$ cat src/tun_pkg.sv
// Package for the triangle unit normal block: widths, item types and reset constants.
// Used by every file of the block; depends on nothing.
package tun_pkg;

  localparam int CoordW   = 24;
  localparam int EdgeW    = 25;
  localparam int ProdW    = 50;
  localparam int CrossW   = 51;
  localparam int MagW     = 50;
  localparam int NormBits = 30;
  localparam int RootW    = 31;
  localparam int QuotW    = 31;
  localparam int OutW     = 32;
  localparam int CfgW     = 32;
  localparam int ThrW     = 64;

  localparam logic [CfgW-1:0] MinLenReset = 32'd429497;
  localparam logic [ThrW-1:0] ThrReset    = 64'(MinLenReset) * 64'(MinLenReset);

  typedef struct packed {
    logic signed [CoordW-1:0] a_x;
    logic signed [CoordW-1:0] a_y;
    logic signed [CoordW-1:0] a_z;
    logic signed [CoordW-1:0] b_x;
    logic signed [CoordW-1:0] b_y;
    logic signed [CoordW-1:0] b_z;
    logic signed [CoordW-1:0] c_x;
    logic signed [CoordW-1:0] c_y;
    logic signed [CoordW-1:0] c_z;
  } in_item_t;

  typedef struct packed {
    logic [2:0][MagW-1:0] mag;
    logic [2:0]           neg;
    logic                 degen;
  } mid_item_t;

  typedef struct packed {
    logic [2:0] neg;
    logic       degen;
  } side_t;

  typedef struct packed {
    logic signed [OutW-1:0] normal_x;
    logic signed [OutW-1:0] normal_y;
    logic signed [OutW-1:0] normal_z;
    logic                   degenerate;
  } out_item_t;

endpackage

$ cat src/tun_fifo.sv
// Short queue that decouples the front pipeline from the back pipeline.
// Depends on tun_pkg for the item type.
module tun_fifo #(
  parameter int Depth = 4
) (
  input  logic               clk,
  input  logic               rst_n,
  input  logic               push_valid,
  output logic               push_ready,
  input  tun_pkg::mid_item_t push_item,
  output logic               pop_valid,
  input  logic               pop_ready,
  output tun_pkg::mid_item_t pop_item
);

  localparam int AW = (Depth > 1) ? $clog2(Depth) : 1;
  localparam int CW = $clog2(Depth + 1);

  tun_pkg::mid_item_t mem_r [Depth];
  logic [AW-1:0]      wr_ptr_r;
  logic [AW-1:0]      rd_ptr_r;
  logic [CW-1:0]      count_r;
  logic               do_push;
  logic               do_pop;

  assign push_ready = (count_r != CW'(Depth));
  assign pop_valid  = (count_r != '0);
  assign pop_item   = mem_r[rd_ptr_r];
  assign do_push    = push_valid && push_ready;
  assign do_pop     = pop_valid && pop_ready;

  always_ff @(posedge clk) begin
    if (!rst_n) begin
      wr_ptr_r <= '0;
      rd_ptr_r <= '0;
      count_r  <= '0;
    end else begin
      if (do_push) begin
        wr_ptr_r <= (wr_ptr_r == AW'(Depth - 1)) ? '0 : wr_ptr_r + 1'b1;
      end
      if (do_pop) begin
        rd_ptr_r <= (rd_ptr_r == AW'(Depth - 1)) ? '0 : rd_ptr_r + 1'b1;
      end
      if (do_push && !do_pop) begin
        count_r <= count_r + 1'b1;
      end else if (do_pop && !do_push) begin
        count_r <= count_r - 1'b1;
      end
    end
  end

  always_ff @(posedge clk) begin
    if (do_push) begin
      mem_r[wr_ptr_r] <= push_item;
    end
  end

endmodule

$ cat config.mk
export PLATFORM = sky130hd
export DESIGN_NAME = tun_fifo
export DESIGN_NICKNAME = d
export VERILOG_FILES = /design/src/tun_pkg.sv /design/src/tun_fifo.sv
export SDC_FILE = /design/constraint.sdc
export NUM_CORES = 1
export LEC_CHECK = 0
export BUFFER_PORTS_ARGS = -buffer_cell sky130_fd_sc_hd__buf_2
export CAP_MARGIN = 40
export CORE_ASPECT_RATIO = 1.4
export CORE_MARGIN = 5
export CORE_UTILIZATION = 57
export CTS_BUF_LIST = sky130_fd_sc_hd__clkbuf_8
export DETAILED_ROUTE_END_ITERATION = 7
export MAX_ROUTING_LAYER = met4
export PLACE_DENSITY = 0.79
export RECOVER_POWER = 100
export SLEW_MARGIN = 30
export SYNTH_ARGS = -nofsm -noshare
export SYNTH_HDL_FRONTEND = slang
export SYNTH_SLANG_ARGS = --single-unit
$ cat constraint.sdc
create_clock -name clk -period 6 [get_ports clk]
set_clock_uncertainty 0.15 [all_clocks]
set_input_delay 0.6 -clock clk [delete_from_list [all_inputs] [get_ports clk]]
set_output_delay 0.6 -clock clk [all_outputs]
set_load 0.05 [all_outputs]
Yosys cells after proc, flatten, opt, wreduce, memory -nomap -nowiden
Memory sizes are Yosys's and may differ from the RTL's. A register that Yosys moved wholly into a read port is not among the register bits.
Index checks and enable logic that the tools add are counted.
{"block": "totals", "in_bits": 158, "mem_bits_rw": 616, "output_inout_bits": 156, "word_cells": 27, "regBits": 7, "memories": 1}
{"block": "classes", "n_eq_ne": 3, "mux": 8, "add_sub_neg": 4, "n_reduce_logical": 8}
{"name": "mem_r", "words": 4, "width": 154, "rd": 1, "rd_clocked_by_memory_dff": 1, "write_ports": 1, "line": "tun_fifo.sv:19", "rtl": "tun_pkg::mid_item_t mem_r [Depth];"}
{"op": "$mux 2", "count": 4}
{"op": "$mux 3", "count": 2}
{"op": "$add 2x1->2 const B", "count": 2}
{"op": "$eq 2x2->1 const B", "count": 2}
{"op": "$logic_and 1x1->1", "count": 4}
{"op": "$add 3x1->3 const B", "count": 1}
{"op": "$ne 3x3->1 const B", "count": 1}
{"op": "$reduce_bool 3->1", "count": 1}
{"op": "$sub 3x1->3 const B", "count": 1}
{"op": "$logic_not 1->1", "count": 2}
{"op": "$mux 1", "count": 2}
{"op": "$reduce_bool 2->1", "count": 1}

Longest topological paths before layout
{"block": "depth", "word_depth": 6, "ltp_mapped": 9, "depth_no_buf": 8}

Worst setup path before layout
No wires, ideal clock.
{"block": "synth_timing", "path_kind": "register to register", "startpoint": "reg count_r[0]", "endpoint": "mem mem_r[0][0] in the netlist's numbering (enable)", "path_buffers": 1, "arrival_ns": 4.473, "stages_incl_launch_ff": 4, "required_time_ns": 5.316, "setup_time_ns": 0.534, "period_less_slack_ns": 5.157, "path_slack_ns": 0.843, "cell_sequence": "dfxtp_1 -> or3b_1 -> clkbuf_2 -> and3_1"}
{"block": "synth_between", "elab_chain_len": 4}
{"item": "start, declared", "line": "tun_fifo.sv:22", "rtl": "logic [CW-1:0] count_r;"}
{"item": "start signal, assigned", "line": "tun_fifo.sv:45", "rtl": "count_r <= count_r + 1'b1;"}
{"item": "start signal, assigned", "line": "tun_fifo.sv:47", "rtl": "count_r <= count_r - 1'b1;"}
{"item": "$ne 3x3->1", "line": "tun_fifo.sv:26", "rtl": "assign push_ready = (count_r != CW'(Depth));"}
{"item": "named net push_ready", "line": "tun_fifo.sv:9", "rtl": "output logic push_ready,"}
{"item": "$logic_and 1x1->1", "line": "tun_fifo.sv:29", "rtl": "assign do_push = push_valid && push_ready;"}
{"item": "$mux 1", "line": "tun_fifo.sv:53", "rtl": "if (do_push) begin"}
{"item": "$mux 1 (not written as such)", "line": "tun_fifo.sv:54", "rtl": "mem_r[wr_ptr_r] <= push_item;"}
{"item": "end, declared", "line": "tun_fifo.sv:19"}
The timed path passes the listed nets, and every way through them passes these cells.

==> impl_metrics.env <==
export IMPL_relSlewSlack=-0.961
export IMPL_gr_usage_all_layers=0.220
export IMPL_grt_pass1_wl_um=70200
export IMPL_hold_end="wr_ptr_r[0]$_SDFFE_PN0P_"
export IMPL_synth_flop_cell="edfxtp_1"
export IMPL_status="finished with violations"
export IMPL_min_path_cells=3
export IMPL_worstPathMaxFanout=84
export IMPL_crit_arrival_ns=4.03
export IMPL_initial_core_util=0.575
export IMPL_clk_pin_slew_ns=0.06
export IMPL_post_route_min_period_ns=4.78
export IMPL_rsz0062_at_grt="no"
export IMPL_worstMarginPinSlew_ns=2.94
export IMPL_clock_latency_ns=0.62
export IMPL_wl_per_cell_um=23.3
export IMPL_htreeDepth=3
export IMPL_yosysMostFrequentCell="edfxtp_1"
export IMPL_holdCritPathClass="in -> reg"
export IMPL_yosysSeqAreaShare=0.824
export IMPL_peakVddDrop_mv=0.323
export IMPL_first_global_vias=12100
export IMPL_worst_path_max_delay_cell="clkbuf_2"
export IMPL_clock_fmax_mhz=209
export IMPL_violations="max-capacitance violations, max-slew violations"
export IMPL_dr_pass1_iters=5
export IMPL_yosysWarnings=0
export IMPL_yosys_area_top_type="edfxtp_1"
export IMPL_period_share=0.797
export IMPL_wl_um=46400
export IMPL_critPathKind="reg -> out"
export IMPL_syn_nets=1020
export IMPL_fin_util=0.700
export IMPL_clockBufferDepth=3
export IMPL_cp_required_ns=5.25
export IMPL_antenna_left=0
export IMPL_synthDistinctLibCells=29
export IMPL_layout_drive_gt1_share=0.217
export IMPL_synth_area_leaders="edfxtp_1 82%, mux4_2 15%, dfxtp_1 0.79%, buf_6 0.40%, buf_2 0.38%"
export IMPL_initialDrtViolationCount=670
export IMPL_gp_congestion=0.745
export IMPL_dp_cells=1672
export IMPL_finalNonFillerCells=1990
export IMPL_via_count=11000
export IMPL_drc=0
export IMPL_timing_rr_end="mem_r[2][37]$_DFFE_PP_"
export IMPL_overflow=0
export IMPL_fp_dieH_um=246
export IMPL_crit_path_start_kind="flop"
export IMPL_ys_top_cells_by_count="616 x edfxtp_1, 154 x mux4_2, 17 x buf_2, 9 x dfxtp_1, 8 x buf_6"
export IMPL_hpwl_um=25900
export IMPL_yosys_register_bits=625
export IMPL_synth_edf_count=616
export IMPL_min_from="push_valid"
export IMPL_maxCapViolations=10
export IMPL_cp_end_kind="output pin"
export IMPL_dieArea_um2=43900
export IMPL_cts_sinks=625
export IMPL_antenna_found_initial=7
export IMPL_p_leak_uw=0.00876
export IMPL_crit_chain="clkbuf_2 -> mux4_2 -> clkbuf_1"
export IMPL_rows=86
export IMPL_grt_max_degree=119
export IMPL_io_pins=314
export IMPL_power_density_nw_per_um2=441
export IMPL_r2r_slack_ns=1.38
export IMPL_cts_buffers=90
export IMPL_port_buffers=313
export IMPL_die_x_um=179
export IMPL_viasPerCell=5.52
export IMPL_finalNetCount=1550
export IMPL_r2r_start="count_r[0]$_SDFFE_PN0P_"
export IMPL_max_stage_delay_ns=1.72
export IMPL_drv_slew=701
export IMPL_syn_inst=855
export IMPL_syn_avg_cell_area_um2=26.5
export IMPL_cts_tree="done"
export IMPL_core_area_um2=39400
export IMPL_synth_area_um2=22700
export IMPL_area_delta_synth_final_pct=21.6
export IMPL_setup_tns_ns=0
export IMPL_worstRegToRegCells=3
export IMPL_cts_resized=0
export IMPL_setup_violations=0
export IMPL_synthArstFlopShare=0
export IMPL_synth_top_cell_area_share=0.816
export IMPL_hold_viol=0
export IMPL_clk_root_buffer_cell="clkbuf_8"
registers in the layout (all words and copies together) (netlist names), named ones only:
signal	cells
mem_r	616
count_r	3
rd_ptr_r	2
wr_ptr_r	2
worst max-delay path by stage:
stage,end,slack [ns],depth (start not counted)
final,pop_item[98],1.22,3
after global routing,pop_item[104],1.0,3
after CTS,pop_item[149],2.09,4
after detailed placement,pop_item[149],2.81,4
after global placement,pop_item[149],2.64,3
after floorplan,mem_r[0][0]$_DFFE_PP_,0.84,3
critical path: cells and delay by family, from the launching register on:
kind     cells  cell delay [ns]
buf+inv      2             2.23
flops        1             0.49
mux          1             0.56
repair_timing:
action / 4_1_cts / 5_1_grt
setup endpoints to repair: 0 / 0
setup buffers: 0 / 0
hold buffers: 148 / 0
hold endpoints to repair: 590 / 0
area by class of cell:
| cell class | instances | area (µm²) |
|---|---|---|
| fillers | 2464 | 11800 |
| flip-flops and latches | 625 | 18700 |
| multi-input cells | 191 | 3740 |
| repair buffers | 474 | 2830 |
| inverters | 3 | 11.3 |
| diodes | 7 | 17.5 |
| clock inverters | 71 | 365 |
| well taps | 528 | 661 |
| clock buffers | 91 | 1250 |
cell usage in the layout (no fill, tap or decap), drive strengths merged:
cell type	count
edfxtp	616
clkbuf	374
mux4	154
dlygate4sd3	148
buf	43
clkinv	35
inv	34
dfxtp	9
diode	7
ha	6
nand2	5
and3	4
o21ai	4
clkinvlp	3
and2	2
or3	2
nor2	2
nand3	2
mux2i	2
bufinv	2
or3b	1
o31ai	1
xnor2	1
nand4	1
nor2b	1
xor2	1
a21boi	1
fa	1
routing by layer:
| layer | vias up | part of all wire | track usage |
|---|---|---|---|
| met1 | 5679 | 0.35 | 0.259 |
| met2 | 436 | 0.54 | 0.367 |
| li1 | 4783 | - | - |
| met5 | - | 0 | - |
| met3 | 87 | 0.069 | 0.0489 |
| met4 | 0 | 0.037 | 0.100 |
cell families (layout without fill, tap and decap cells):
logic type                 after synthesis  count (layout)  share of synthesized area
AOI/OAI and AO/OA                        6               6                    0.00155
DFF                                    625             625                      0.824
muxes                                  156             156                      0.154
other                                    0               7                          0
adders and majority gates                7               7                    0.00420
and+or+nand+nor                         20              20                    0.00486
buffers and inverters                   39             639                     0.0106
xor gates and xnor gates                 2               2                   0.000773
stage by stage:
step | hold slack (ns) | worst slack, ns | power (µW) | area (µm²)
6_report | 0.115 | 1.22 | 12200 | 27600
3_5_place_dp | 0.345 | 2.81 | 9220 | 24900
2_1_floorplan | 0.318 | 0.843 | 8400 | 22700
5_1_grt | 0.0848 | 0.997 | 12700 | 27600
4_1_cts | 0.00117 | 2.09 | 12300 | 28000
3_3_place_gp | 0.339 | 2.64 | 9150 | 24800
power breakdown:
part           total (µW)  switching [µW]  leakage (µW)  internal, µW
combinational        3640            2620       0.00211          1020
clock                3040            1530      0.000935          1510
sequential           5470             147       0.00572          5320
total               12200            4300       0.00876          7860
Note: power is estimated with default switching activity, not from simulation.
